### src/rtl/vlqp_pkg.sv
// Package for the length-prefixed field parser.
// Status codes and the per-byte result record shared by the parser core and the top level.
// No dependencies.
package vlqp_pkg;

	typedef enum logic [2:0] {
		ST_BUSY         = 3'd0,
		ST_OK           = 3'd1,
		ST_UNTERMINATED = 3'd2,
		ST_TOO_LONG     = 3'd3,
		ST_TRUNCATED    = 3'd4
	} status_t;

	localparam logic [7:0] PrefixMoreBit = 8'h80;
	localparam logic [7:0] PrefixDataMask = 8'h7F;

	typedef struct packed {
		logic        payload_valid;
		logic [7:0]  payload_byte;
		logic [15:0] bytes_read;
		status_t     field_status;
		logic        field_done;
	} result_t;

endpackage

### src/rtl/vlqp_core.sv
// Parser state and per-byte step logic: prefix accumulation, limit check, payload count.
// Holds the max_string_length register. Depends on vlqp_pkg.
module vlqp_core #(
	parameter int LENGTH_BITS = 16
) (
	input  logic              clk,
	input  logic              arst_n,
	input  logic              cfg_we,
	input  logic [15:0]       cfg_wdata,
	input  logic              step,
	input  logic [7:0]        data_byte,
	input  logic              end_of_packet,
	output vlqp_pkg::result_t result
);
	import vlqp_pkg::*;

	localparam logic [31:0] CountMask = 32'((64'd1 << LENGTH_BITS) - 64'd1);

	typedef enum logic [1:0] {
		PHASE_PREFIX,
		PHASE_PAYLOAD
	} phase_t;

	phase_t                 phase_q;
	logic [31:0]            acc_q;
	logic [LENGTH_BITS-1:0] rem_q;
	logic [LENGTH_BITS-1:0] cnt_q;
	logic [15:0]            max_q;

	phase_t                 phase_n;
	logic [31:0]            acc_n;
	logic [LENGTH_BITS-1:0] rem_n;
	logic [LENGTH_BITS-1:0] cnt_n;
	logic [31:0]            acc_shift;
	logic [31:0]            limit;
	logic [31:0]            max_ext;
	logic [LENGTH_BITS-1:0] cnt_inc;
	logic [LENGTH_BITS-1:0] rem_dec;

	assign acc_shift = {acc_q[24:0], data_byte[6:0] & PrefixDataMask[6:0]};
	assign max_ext   = {16'd0, max_q};
	assign limit     = (max_ext > CountMask) ? CountMask : max_ext;
	assign cnt_inc   = cnt_q + LENGTH_BITS'(1);
	assign rem_dec   = rem_q - LENGTH_BITS'(1);

	always_comb begin
		phase_n = phase_q;
		acc_n   = acc_q;
		rem_n   = rem_q;
		cnt_n   = cnt_q;
		result  = '{payload_valid: 1'b0, payload_byte: 8'd0, bytes_read: 16'd0,
			field_status: ST_BUSY, field_done: 1'b0};
		unique case (phase_q)
			PHASE_PAYLOAD: begin
				result.payload_valid = 1'b1;
				result.payload_byte  = data_byte;
				result.bytes_read    = 16'(cnt_inc);
				cnt_n = cnt_inc;
				rem_n = rem_dec;
				if (rem_dec == '0) begin
					result.field_status = ST_OK;
					result.field_done   = 1'b1;
				end else if (end_of_packet) begin
					result.field_status = ST_TRUNCATED;
					result.field_done   = 1'b1;
				end
			end
			default: begin
				acc_n = acc_shift;
				if ((data_byte & PrefixMoreBit) != 8'd0) begin
					if (end_of_packet) begin
						result.field_status = ST_UNTERMINATED;
						result.field_done   = 1'b1;
					end
				end else begin
					priority if (acc_shift > limit) begin
						result.field_status = ST_TOO_LONG;
						result.field_done   = 1'b1;
					end else if (acc_shift == 32'd0) begin
						result.field_status = ST_OK;
						result.field_done   = 1'b1;
					end else if (end_of_packet) begin
						result.field_status = ST_TRUNCATED;
						result.field_done   = 1'b1;
					end else begin
						rem_n   = acc_shift[LENGTH_BITS-1:0];
						cnt_n   = '0;
						phase_n = PHASE_PAYLOAD;
					end
				end
			end
		endcase
		if (result.field_done) begin
			phase_n = PHASE_PREFIX;
			acc_n   = '0;
			rem_n   = '0;
			cnt_n   = '0;
		end
	end

	always_ff @(posedge clk or negedge arst_n) begin
		if (!arst_n) begin
			phase_q <= PHASE_PREFIX;
			acc_q   <= '0;
			rem_q   <= '0;
			cnt_q   <= '0;
			max_q   <= 16'hFFFF;
		end else begin
			if (cfg_we) begin
				max_q <= cfg_wdata;
			end
			if (step) begin
				phase_q <= phase_n;
				acc_q   <= acc_n;
				rem_q   <= rem_n;
				cnt_q   <= cnt_n;
			end
		end
	end

`ifndef SYNTH
	a_prefix_clean: assert property (@(posedge clk) disable iff (!arst_n)
		phase_q == PHASE_PREFIX |-> (cnt_q == '0 && rem_q == '0))
		else $error("count state not clear during prefix");
	a_payload_left: assert property (@(posedge clk) disable iff (!arst_n)
		phase_q == PHASE_PAYLOAD |-> rem_q != '0)
		else $error("payload phase with nothing remaining");
	a_done_idle: assert property (@(posedge clk) disable iff (!arst_n)
		(step && result.field_done) |=> (phase_q == PHASE_PREFIX && acc_q == 32'd0))
		else $error("parser not idle after field end");
`endif
endmodule

### src/rtl/vlq_length_prefixed_field_parser.sv
// Top level of the length-prefixed field parser: stream handshake, input and result registers.
// Instantiates vlqp_core. Depends on vlqp_pkg.
//
//  channel  | direction | handshake          | contents
//  s_*      | in        | s_tvalid/s_tready  | tdata: data_byte; tlast: end_of_packet
//  m_*      | out       | m_tvalid/m_tready  | tdata: byte, bytes_read, status; tuser; tlast
//  cfg_*    | in        | cfg_we (no wait)   | max_string_length
//
// One byte per cycle sustained while m_tready is high; the accepting edge loads the input register,
// and when that byte steps the core its result loads the result register and is offered on m_*.
// The step logic is one shift, compare and count.
// Reset clears parser state and sets max_string_length to 65535.
// s_tready drops only while both registers hold a transaction and m_tready is low.
module vlq_length_prefixed_field_parser #(
	parameter int LENGTH_BITS = 16
) (
	input  logic        clk,
	input  logic        arst_n,
	input  logic        cfg_we,
	input  logic [15:0] cfg_wdata,   // max_string_length
	input  logic        s_tvalid,
	output logic        s_tready,
	input  logic [7:0]  s_tdata,     // [7:0] data_byte
	input  logic        s_tlast,     // end_of_packet
	output logic        m_tvalid,
	input  logic        m_tready,
	output logic [31:0] m_tdata,     // [7:0] payload_byte, [23:8] bytes_read,
	                                 // [26:24] field_status, [31:27] zero
	output logic        m_tuser,     // payload_valid
	output logic        m_tlast      // field_done
);
	import vlqp_pkg::*;

	logic       valid_s1;
	logic [7:0] data_s1;
	logic       last_s1;
	logic       adv;
	result_t    res;
	result_t    res_s2;

	assign adv      = valid_s1 && (!m_tvalid || m_tready);
	assign s_tready = !valid_s1 || adv;

	vlqp_core #(
		.LENGTH_BITS(LENGTH_BITS)
	) u_core (
		.clk          (clk),
		.arst_n       (arst_n),
		.cfg_we       (cfg_we),
		.cfg_wdata    (cfg_wdata),
		.step         (adv),
		.data_byte    (data_s1),
		.end_of_packet(last_s1),
		.result       (res)
	);

	always_ff @(posedge clk or negedge arst_n) begin
		if (!arst_n) begin
			valid_s1 <= 1'b0;
			m_tvalid <= 1'b0;
		end else begin
			if (s_tvalid && s_tready) begin
				valid_s1 <= 1'b1;
			end else if (adv) begin
				valid_s1 <= 1'b0;
			end
			if (adv) begin
				m_tvalid <= 1'b1;
			end else if (m_tready) begin
				m_tvalid <= 1'b0;
			end
		end
	end

	always_ff @(posedge clk) begin
		if (s_tvalid && s_tready) begin
			data_s1 <= s_tdata;
			last_s1 <= s_tlast;
		end
		if (adv) begin
			res_s2 <= res;
		end
	end

	assign m_tdata = {5'd0, res_s2.field_status, res_s2.bytes_read, res_s2.payload_byte};
	assign m_tuser = res_s2.payload_valid;
	assign m_tlast = res_s2.field_done;

`ifndef SYNTH
	a_status_done: assert property (@(posedge clk) disable iff (!arst_n)
		m_tvalid |-> ((m_tdata[26:24] == ST_BUSY) == !m_tlast))
		else $error("field_status and field_done disagree");
	a_prefix_zero: assert property (@(posedge clk) disable iff (!arst_n)
		(m_tvalid && !m_tuser) |-> (m_tdata[23:0] == 24'd0))
		else $error("non-payload transaction carries byte or count");
	a_s1_hold: assert property (@(posedge clk) disable iff (!arst_n)
		(valid_s1 && m_tvalid && !m_tready) |=> (valid_s1 && $stable(data_s1)))
		else $error("input register lost a stalled transaction");
`endif
endmodule
### config.mk
export PLATFORM = sky130hd
export DESIGN_NAME = vlq_length_prefixed_field_parser
export DESIGN_NICKNAME = d
export VERILOG_FILES = /design/src/rtl/vlqp_pkg.sv /design/src/rtl/vlqp_core.sv /design/src/rtl/vlq_length_prefixed_field_parser.sv
export SDC_FILE = /design/constraint.sdc
export NUM_CORES = 1
export LEC_CHECK = 0
export ABC_CLOCK_PERIOD_IN_PS = 2890
export BUFFER_PORTS_ARGS = -buffer_cell sky130_fd_sc_hd__buf_2
export CORE_ASPECT_RATIO = 0.8
export CORE_MARGIN = 2
export CORE_UTILIZATION = 40
export DETAILED_ROUTE_END_ITERATION = 8
export GPL_TIMING_DRIVEN = 0
export PLACE_DENSITY_LB_ADDON = 0.3
export SYNTH_ARGS = -nofsm -noshare
export SYNTH_HDL_FRONTEND = slang
export SYNTH_SLANG_ARGS = --single-unit
### constraint.sdc
create_clock -name clk -period 2.89 [get_ports clk]
set_input_delay 0.289 -clock clk [delete_from_list [all_inputs] [get_ports clk]]
set_output_delay 0.289 -clock clk [all_outputs]
set_load 0.005 [all_outputs]
==> results of run 1 <==
[layout make-up]
class / count / area [sq um]
Clock inverter: 13 / 190
Sequential cell: 114 / 3070
Multi-Input combinational cell: 418 / 2700
Fill cell: 1301 / 7180
Timing Repair Buffer: 64 / 355
Clock buffer: 19 / 433
Inverter: 26 / 98.8
Buffer: 40 / 194
Tap cell: 184 / 230
[metal layers]
| metal | GRT usage [%] | share of wire (%) | up-vias |
|---|---|---|---|
| met3 | 6.21 | 7.2 | 21 |
| met4 | 7.07 | 1.4 | 0 |
| met5 | 0 | 0 | - |
| met1 | 27.5 | 45 | 2462 |
| li1 | - | - | 2370 |
| met2 | 31.8 | 46 | 178 |
[through the flow]
stage                     cell area (sq um)  std cells  total power [mW]
after global routing                   7270        878              6.80
final                                  7270        878              6.44
after detailed placement               6570        845              4.16
after floorplan                        6010        600              3.55
after CTS                              7230        878              6.42
after global placement                 6540        844              4.11
[flip-flops by register name, indices dropped and copies added, names as in the netlist]
signal / count
m_tlast: 1
m_tdata: 27
u_core.acc_q: 25
u_core.max_q: 16
m_tvalid: 1
data_s1: 8
u_core.rem_q: 16
m_tuser: 1
u_core.cnt_q: 16
u_core.phase_q: 1
valid_s1: 1
last_s1: 1
[power breakdown]
group          internal, mW  total (mW)  switching [mW]  leakage [nW]
registers              1.96        2.27           0.313          1.35
logic                 0.747        1.93            1.19          1.38
clock network          1.51        2.24           0.727         0.297
[how the worst min path moves through the flow]
stage / startpoint / endpoint / slack (ps)
global placement: s_tdata[1] / data_s1[1] / 470
CTS: s_tdata[6] / data_s1[6] / 30
floorplan: arst_n / m_tvalid / -7
global route: s_tdata[0] / data_s1[0] / 30
detailed placement: arst_n / u_core.acc_q[21] / 220
finish: s_tdata[6] / data_s1[6] / 50
[Yosys cell counts, types with 2 or more instances]
| library cell | instances |
|---|---|
| nand2_1 | 67 |
| dfrtp_1 | 60 |
| nand3_1 | 56 |
| edfxtp_1 | 38 |
| clkbuf_1 | 27 |
| o2bb2ai_1 | 26 |
| inv_1 | 24 |
| o21ai_0 | 22 |
| and2_1 | 21 |
| ha_1 | 19 |
| nor2_1 | 18 |
| dfstp_2 | 16 |
| a21oi_1 | 14 |
| nand4_1 | 14 |
| nor4_1 | 14 |
| o21ai_1 | 12 |
| nor3_1 | 10 |
| or3_1 | 9 |
| xnor2_1 | 8 |
| a31oi_1 | 7 |
| buf_2 | 7 |
| buf_4 | 7 |
| nand2b_1 | 7 |
| and3_1 | 6 |
| o211ai_1 | 6 |
| a21boi_0 | 5 |
| nor2b_1 | 5 |
| o31ai_1 | 5 |
| a21o_1 | 4 |
| mux2i_1 | 4 |
| o22ai_1 | 4 |
| and4_1 | 3 |
| or4_1 | 3 |
| a32oi_1 | 2 |
| clkinv_1 | 2 |
| mux2_2 | 2 |
| nand3b_1 | 2 |
| o2111ai_1 | 2 |
| or2_2 | 2 |
[cells in the final DEF (no fill, tap or decap), types with 16 or more instances in the layout]
cell type / instances
nand2_1: 67
buf_2: 66
dfrtp_1: 58
nand3_1: 55
edfxtp_1: 38
clkbuf_1: 26
o2bb2ai_1: 26
inv_1: 24
o21ai_0: 22
and2_1: 21
ha_1: 19
nor2_1: 18
clkbuf_16: 17
dfstp_2: 16
[worst max-delay path, cell delays in order, from the launching register on]
cell	delay [ps]
dfrtp_2	470
inv_1	130
ha_1	220
or4b_4	510
nor4_4	210
xnor2_1	210
nand4_2	220
buf_4	220
buf_2	190
a31oi_1	170
o22ai_1	110
[cell families after synthesis]
logic type / Yosys count
simple gates: 252
compound gates: 127
flops: 114
buf+inv: 68
fa+ha+maj: 19
xor+xnor: 9
mux: 6
other cells: 1
[timing repair]
action                     in CTS  in global routing
gates resized for setup         5                  7
pin swaps                       1                  1
setup endpoints to repair      60                 52
hold endpoints to repair        7                  0
hold buffers                    1                  0
buffers inserted                2                  0
==> flow_summary.toml, run 1 <==
[global_route]
grtUsageTotal_pct = 20.5
antenna_found_initial = 0
grt_pass1_vias = 4853
grt_max_degree = 54
grt.overflow.total = 0
grt_pass1_wl_mm = 25.3

[clock_network]
cts-root-buf = "clkbuf_16"
clk_pin_slew_worst_paths_ps = 50
clock_latency_ps = 420
cts_sinks = 114
htree_levels = 4
tritoncts = "done"
cts_inserted_buffers = 17
clock_path_buffers = 2

[critical_path]
r2r-end = "u_core.cnt_q[9]"
crit_type = "reg -> reg"
crit_arrival_ps = 3080
r2r_start = "u_core.rem_q[1]"
ff2ff_path_depth = 10
cp-endpoint = "u_core.cnt_q[9]"
r2r_slack_ps = 90
critPathRequiredTime_ps = 3180
endpoint_kind = "register"
crit_start = "u_core.rem_q[1]"
cp_max_fo = 10
start_kind = "register"

[floorplan]
fp-row-count = 39
start_util_pct = 41.5
io-pin-count = 66
coreArea_sq_mm = 0.0144
fp.dieH_microns = 114
die_x_microns = 141
fp.dieArea_sq_mm = 0.0160

[placement]
io_buffers = 60
dp_slack_ps = -458
dpl.hpwl_mm = 11.0
gp_congestion = 0.893

[synthesis]
synth_edf_count = 38
synth_fa_ha_area_share_pct = 3.96
synth_cell_types = 75
yosys.area_share.simple_pct = 22.7
ys_top_cells_by_area = "dfrtp_1 25%, edfxtp_1 19%, dfstp_2 7.0%"
yosysTopAreaCellShare_pct = 25.0
syn_area_sq_mm = 0.00600
synth-xor-area-share_pct = 1.31
muxShareOfSynthArea_pct = 1.04
postSynthAreaPerCell_sq_um = 10.1
synth_cells = 596
synth_compound_area_share_pct = 14.8
synth_top_flop_cell = "dfrtp_1"
synth_top_area_cell = "dfrtp_1"
ys_seq_area_share_pct = 51.1
async_flop_share_pct = 66.7
synth_top_family_by_area = "simple AND/OR/NAND/NOR gates"
synth-seq-cells = 114
yosysWarnings = 0

[sta]
rsz0062_at_grt = "no"
hold_violations = 0
slew_headroom_pct = 51.8
final-setup-viol-count = 0
fmax_mhz = 358
layout_min_cycle_time_ps = 2800
skew_ps = 6.87
slew_violations = 0
timing.hold.ws_ps = 48.0
timing.setup.tns_ps = 0
fin_ws_ps = 94.9
fin_crit_sh_pct = 96.7
worstMarginPinSlew_ps = 722

[detailed_routing]
dr.pass1.iters = 5
vias_per_cell = 5.73
wirelength_mm = 15.8
drc = 0
drtIter0Drc = 419
wl_per_cell_microns = 17.9
ant_nets = 0
vias = 5031

[hold_path]
hold_path_class = "in -> reg"
hold_depth = 1

[finish]
antennaDiodeCount = 0
area_growth_pct = 21.2
fin_util_pct = 50.3
drive_gt1_share_pct = 20.7
fin_nets = 730

[power_and_ir_drop]
ir_drop_uv = 500
p_leak_nw = 3.03
power.density_mw_per_mm2 = 887

[flow_run]
drv_cap = 0

[status]
outcome = "completed"
No activity file was read; power rests on OpenSTA's default activity.
==> run 2: changes to the inputs <==
--- a/config.mk
+++ b/config.mk
@@ -5,10 +5,10 @@
 export SDC_FILE = /design/constraint.sdc
 export NUM_CORES = 1
 export LEC_CHECK = 0
+export ABC_AREA = 1
 export ABC_CLOCK_PERIOD_IN_PS = 2890
 export BUFFER_PORTS_ARGS = -buffer_cell sky130_fd_sc_hd__buf_2
 export CORE_ASPECT_RATIO = 0.8
-export CORE_MARGIN = 2
 export CORE_UTILIZATION = 40
 export DETAILED_ROUTE_END_ITERATION = 8
 export GPL_TIMING_DRIVEN = 0
==> flow_summary.toml, run 2 <==
[detailed_routing]
wl_per_cell_microns = 13.6
vias = 5126
drc = 0
ant_nets = 0
vias_per_cell = 4.79
wirelength_mm = 14.6
drtIter0Drc = 427
dr.pass1.iters = 5

[synthesis]
synth_edf_count = 38
synth_top_flop_cell = "dfrtp_1"
syn_area_sq_mm = 0.00616
synth_fa_ha_area_share_pct = 3.86
yosys-top-cells-count = "271 x nand2_1, 98 x inv_1, 84 x nor2_1"
synth-seq-cells = 114
postSynthAreaPerCell_sq_um = 7.88
synth_top_area_cell = "dfrtp_1"
async_flop_share_pct = 66.7
yosysTopAreaCellShare_pct = 24.4
synth_top_family_by_area = "simple AND/OR/NAND/NOR gates"
muxShareOfSynthArea_pct = 0.183
ys_seq_area_share_pct = 49.7
post-synth-top-count-cell = "nand2_1"
yosys.area_share.simple_pct = 32.1
yosysWarnings = 0
synth_cells = 782
synth_compound_area_share_pct = 4.81
synth_cell_types = 38
ys_top_cells_by_area = "dfrtp_1 24%, edfxtp_1 19%, nand2_1 17%"
synth-xor-area-share_pct = 0.142

[placement]
io_buffers = 60
gp_congestion = 0.877
dp_slack_ps = 422
dpl.hpwl_mm = 10.7

[sta]
layout_min_cycle_time_ps = 2470
fin_crit_sh_pct = 85.6
fmax_mhz = 404
slew_headroom_pct = 58.5
final-setup-viol-count = 0
fin_ws_ps = 417
rsz0062_at_grt = "no"
hold_violations = 0
slew_violations = 0
skew_ps = 6.80
worstMarginPinSlew_ps = 621

[clock_network]
cts-root-buf = "clkbuf_16"
clk_pin_slew_worst_paths_ps = 60
cts_sinks = 114
clock_path_buffers = 2
htree_levels = 4
cts_inserted_buffers = 17
clock_latency_ps = 420
tritoncts = "done"

[finish]
drive_gt1_share_pct = 19.2
layout.cells.most_common = "nand2_1"
fin_nets = 917
antennaDiodeCount = 0
multi_input_area_sq_mm = 0.00256
mostFrequentLayoutCells = "271 x nand2_1, 98 x inv_1, 84 x nor2_1"
fill_cells = 1454
largest_reg_flops = 27
area_growth_pct = 19.2
fin_util_pct = 48.9
regArea_sq_mm = 0.00306

[critical_path]
crit_start = "u_core.max_q[11]"
r2r_slack_ps = 420
crit_path_top_delay_cell = "dfstp_2"
crit_type = "reg -> reg"
cp-endpoint = "u_core.rem_q[5]"
cp_max_fo = 10
ff2ff_path_depth = 14
crit_arrival_ps = 2830
crit_chain = "inv_1 > ha_1 > a21oi_1 > nand2_1 > a21oi_1 > nand3_1 > nand2_1 > nand2_1 > nand2_1 > nand2_4 > nor2_4 > buf_2 > nand3_1 > nand2_1"
cp_slowest_stage_delay_ps = 510
r2r_start = "u_core.max_q[11]"
critPathRequiredTime_ps = 3240
start_kind = "register"
endpoint_kind = "register"
r2r-end = "u_core.rem_q[5]"
crit_top_cell = "nand2_1"

[global_route]
grt_max_degree = 41
grt.overflow.total = 0
grt_pass1_wl_mm = 24.5
grt_pass1_vias = 4952
grtUsageTotal_pct = 20.3
antenna_found_initial = 0

[power_and_ir_drop]
ir_drop_uv = 556
p_leak_nw = 3.77
power.density_mw_per_mm2 = 968

[floorplan]
io-pin-count = 66
fp.dieH_microns = 113
start_util_pct = 41.0
fp-row-count = 40
coreArea_sq_mm = 0.0150
die_x_microns = 141
fp.dieArea_sq_mm = 0.0159

[status]
outcome = "completed"

[hold_path]
hold_path_class = "in -> reg"
hold_path_startpoint = "s_tdata[7]"

[flow_run]
drv_cap = 0
==> run 2: changes by cell type in the layout (fill, tap and decap cells not counted), moves of 9 or more <==
cell / previous run / this run
and2_1: 21 / 0
clkbuf_1: 26 / 9
inv_1: 24 / 98
nand2_1: 67 / 271
nand3_1: 55 / 45
nand3_2: 2 / 11
nor2_1: 18 / 84
nor2_2: 0 / 12
nor4_1: 14 / 3
o21ai_0: 22 / 35
o21ai_1: 12 / 0
o2bb2ai_1: 26 / 0
or3_1: 9 / 0
==> run 2: power by group <==
group | internal [mW] | switching [mW]
Clock | 1.22 | 0.767
Sequential | 2.01 | 0.279
Combinational | 0.965 | 1.86
==> run 2: cell families after synthesis <==
kind of cell             after synthesis
multiplexers                           1
adder cells (fa/ha/maj)               19
other                                  1
buffers and inverters                133
flip-flops                           114
AND/OR/NAND/NOR                      458
XOR/XNOR                               1
AO/OA/AOI/OAI                         55
==> run 2: how the worst min path moves through the flow <==
stage | to | slack [ps] | cells past startpoint
final | data_s1[7] | 40 | 1
after global routing | data_s1[7] | 20 | 1
after CTS | data_s1[7] | 20 | 1
after detailed placement | u_core.acc_q[0] | 320 | 1
after global placement | u_core.acc_q[19] | 460 | 2
after floorplan | m_tvalid | -7 | 0
==> run 2: what timing repair did <==
| item | CTS | global route |
|---|---|---|
| hold buffers | 1 | 0 |
| buffers inserted | 0 | 0 |
| resized for setup | 0 | 0 |
| endpoints found under the hold margin | 23 | 0 |
==> run 2: final cells by class <==
class	instances	share of cell area [%]
sequential	114	41.7
clock inverter	13	1.43
buffer	30	2.39
multi-input combinational	539	34.9
tap	189	3.22
timing repair buffer	63	4.91
inverter	103	5.30
clock buffer	19	6.17
==> run 2: worst max-delay path: cells and delay by family, from the launching register on <==
family | cells | cell delay (ps)
buffers and inverters | 2 | 270
AND/OR/NAND/NOR | 9 | 930
adder cells (fa/ha/maj) | 1 | 320
flip-flops | 1 | 510
AO/OA/AOI/OAI | 2 | 390
==> run 2: stage by stage <==
stage	power (mW)	cells	area, sq um	hold slack, ps	TNS, ps
after floorplan	4.36	786	6180	-6.59	0
after global placement	5.07	1035	6720	464	-28880
after detailed placement	5.12	1037	6770	319	0
after CTS	7.13	1070	7340	22.9	0
after global routing	7.67	1070	7340	17.8	0
final	7.11	1070	7340	40.1	0
==> run 2: per-layer routing <==
metal	wire length (microns)	vias up	track usage, %
li1	-	2620	-
met4	185	0	7.83
met3	775	18	4.66
met2	6160	118	30.1
met1	7480	2370	28.8
met5	0	-	0
==> run 3: changes to the inputs <==
--- a/config.mk
+++ b/config.mk
@@ -5,7 +5,6 @@
 export SDC_FILE = /design/constraint.sdc
 export NUM_CORES = 1
 export LEC_CHECK = 0
-export ABC_AREA = 1
 export ABC_CLOCK_PERIOD_IN_PS = 2890
 export BUFFER_PORTS_ARGS = -buffer_cell sky130_fd_sc_hd__buf_2
 export CORE_ASPECT_RATIO = 0.8
==> flow_summary.toml, run 3 (synthesized netlist as in run 1, its figures left out) <==
[sta]
layout_min_cycle_time_ps = 2740
fmax_mhz = 366
worstMarginPinSlew_ps = 728
fin_crit_sh_pct = 94.7
final-setup-viol-count = 0
skew_ps = 10.8
rsz0062_at_grt = "no"
slew_headroom_pct = 51.4
fin_ws_ps = 155
timing.hold.ws_ps = 47.9
hold_violations = 0
slew_violations = 0
timing.setup.tns_ps = 0

[detailed_routing]
wirelength_mm = 15.9
drc = 0
dr.pass1.iters = 7
drtIter0Drc = 444
ant_nets = 0
wl_per_cell_microns = 18.1
vias = 5111
vias_per_cell = 5.81

[critical_path]
endpoint_kind = "register"
ff2ff_path_depth = 7
cp_max_fo = 10
critPathRequiredTime_ps = 3090
crit_type = "reg -> reg"
r2r_start = "data_s1[5]"
r2r-end = "m_tdata[26]"
crit_arrival_ps = 2930
r2r_slack_ps = 150
start_kind = "register"

[floorplan]
io-pin-count = 66
die_x_microns = 139
fp.dieH_microns = 112
fp.dieArea_sq_mm = 0.0155
coreArea_sq_mm = 0.0144
fp-row-count = 39
start_util_pct = 41.5

[hold_path]
hold_end = "data_s1[6]"
hold_path_startpoint = "s_tdata[6]"
hold_path_class = "in -> reg"
hold_depth = 1

[power_and_ir_drop]
power.density_mw_per_mm2 = 881
p_clk_share_pct = 33.7
internal-power_mw = 4.15
p_comb_share_pct = 30.5
finalPower_mw = 6.36
ir_drop_uv = 497
p_sw_share_pct = 34.7
p_leak_nw = 3.04
seqPwrFrac_pct = 35.8
netSwitchingPower_mw = 2.21

[placement]
dpl.hpwl_mm = 11.0
place_area_sq_mm = 0.00657
gp_congestion = 0.876
io_buffers = 60
dp_slack_ps = -429

[global_route]
grtUsageTotal_pct = 21.6
antenna_found_initial = 0
grt_max_degree = 42
grt_pass1_vias = 5019
grt_pass1_wl_mm = 25.9
grt.overflow.total = 0

[finish]
antennaDiodeCount = 0
fin_nets = 731
layout.cells.most_common = "nand2_1"
area_growth_pct = 20.5
mostFrequentLayoutCells = "67 x nand2_1, 65 x buf_2, 58 x dfrtp_1"
fill_cells = 1320
largest_reg_flops = 27
final_area_sq_mm = 0.00723
regArea_sq_mm = 0.00307
drive_gt1_share_pct = 20.6
multi_input_area_sq_mm = 0.00268

[clock_network]
htree_levels = 4
cts-root-buf = "clkbuf_16"
tritoncts = "done"
clock_path_buffers = 2
clock_latency_ps = 420
cts_inserted_buffers = 17
clk_pin_slew_worst_paths_ps = 50
cts_sinks = 114

[flow_run]
drv_cap = 0

[status]
outcome = "completed"
==> run 3: stage by stage <==
| stage | instances | utilization [%] |
|---|---|---|
| after detailed placement | 845 | 45.5 |
| after global placement | 844 | 45.3 |
| after floorplan | 600 | - |
| after CTS | 877 | 49.8 |
| after global routing | 879 | 50.0 |
| final | 879 | 50.0 |
==> run 3: metal layers <==
layer	up-vias	GRT usage (%)	part of all wire (%)
met5	-	0	0
met4	0	10.1	2.6
met3	44	6.15	6.9
met2	226	33.7	46
met1	2471	28.0	44
li1	2370	-	-
==> run 3: final cells by class <==
| type | instances | share of cell area, % |
|---|---|---|
| Sequential cell | 114 | 42.4 |
| Clock buffer | 27 | 6.96 |
| Inverter | 26 | 1.37 |
| Tap cell | 184 | 3.19 |
| Timing Repair Buffer | 65 | 4.92 |
| Multi-Input combinational cell | 418 | 37.1 |
| Buffer | 40 | 2.72 |
| Clock inverter | 5 | 1.38 |
==> run 3: power groups by stage <==
stage	registers (mW)	logic, mW	clock network, mW
final	2.28	1.94	2.14
after global routing	2.30	2.14	2.25
after CTS	2.26	1.91	2.18
after detailed placement	2.25	1.92	0
after global placement	2.24	1.88	0
after floorplan	2.16	1.38	0
==> run 3: worst max-delay path: stages, from the launching register on <==
cell and delay (ps):
edfxtp_1 520, ha_1 370, a21oi_1 140, o21ai_0 110, a221o_1 390, o31ai_4 510
a31oi_1 180, nor3_1 300
==> run 3: repair_timing <==
item,4_1_cts,5_1_grt
buffers inserted,1,2
resized for setup,6,4
endpoints found under the setup margin,61,54
pin swaps,1,1
hold buffers,1,0
endpoints found under the hold margin,35,0
==> run 3: worst max-delay path by stage <==
stage                     slack [ps]               end             from
after floorplan                  300   u_core.acc_q[5]  u_core.rem_q[0]
after detailed placement        -430  u_core.cnt_q[10]  u_core.rem_q[0]
after global routing              30  u_core.acc_q[23]  u_core.rem_q[1]
after global placement          -390  u_core.rem_q[12]  u_core.rem_q[0]
final                            150       m_tdata[26]       data_s1[5]
after CTS                         20       m_tdata[26]       data_s1[5]
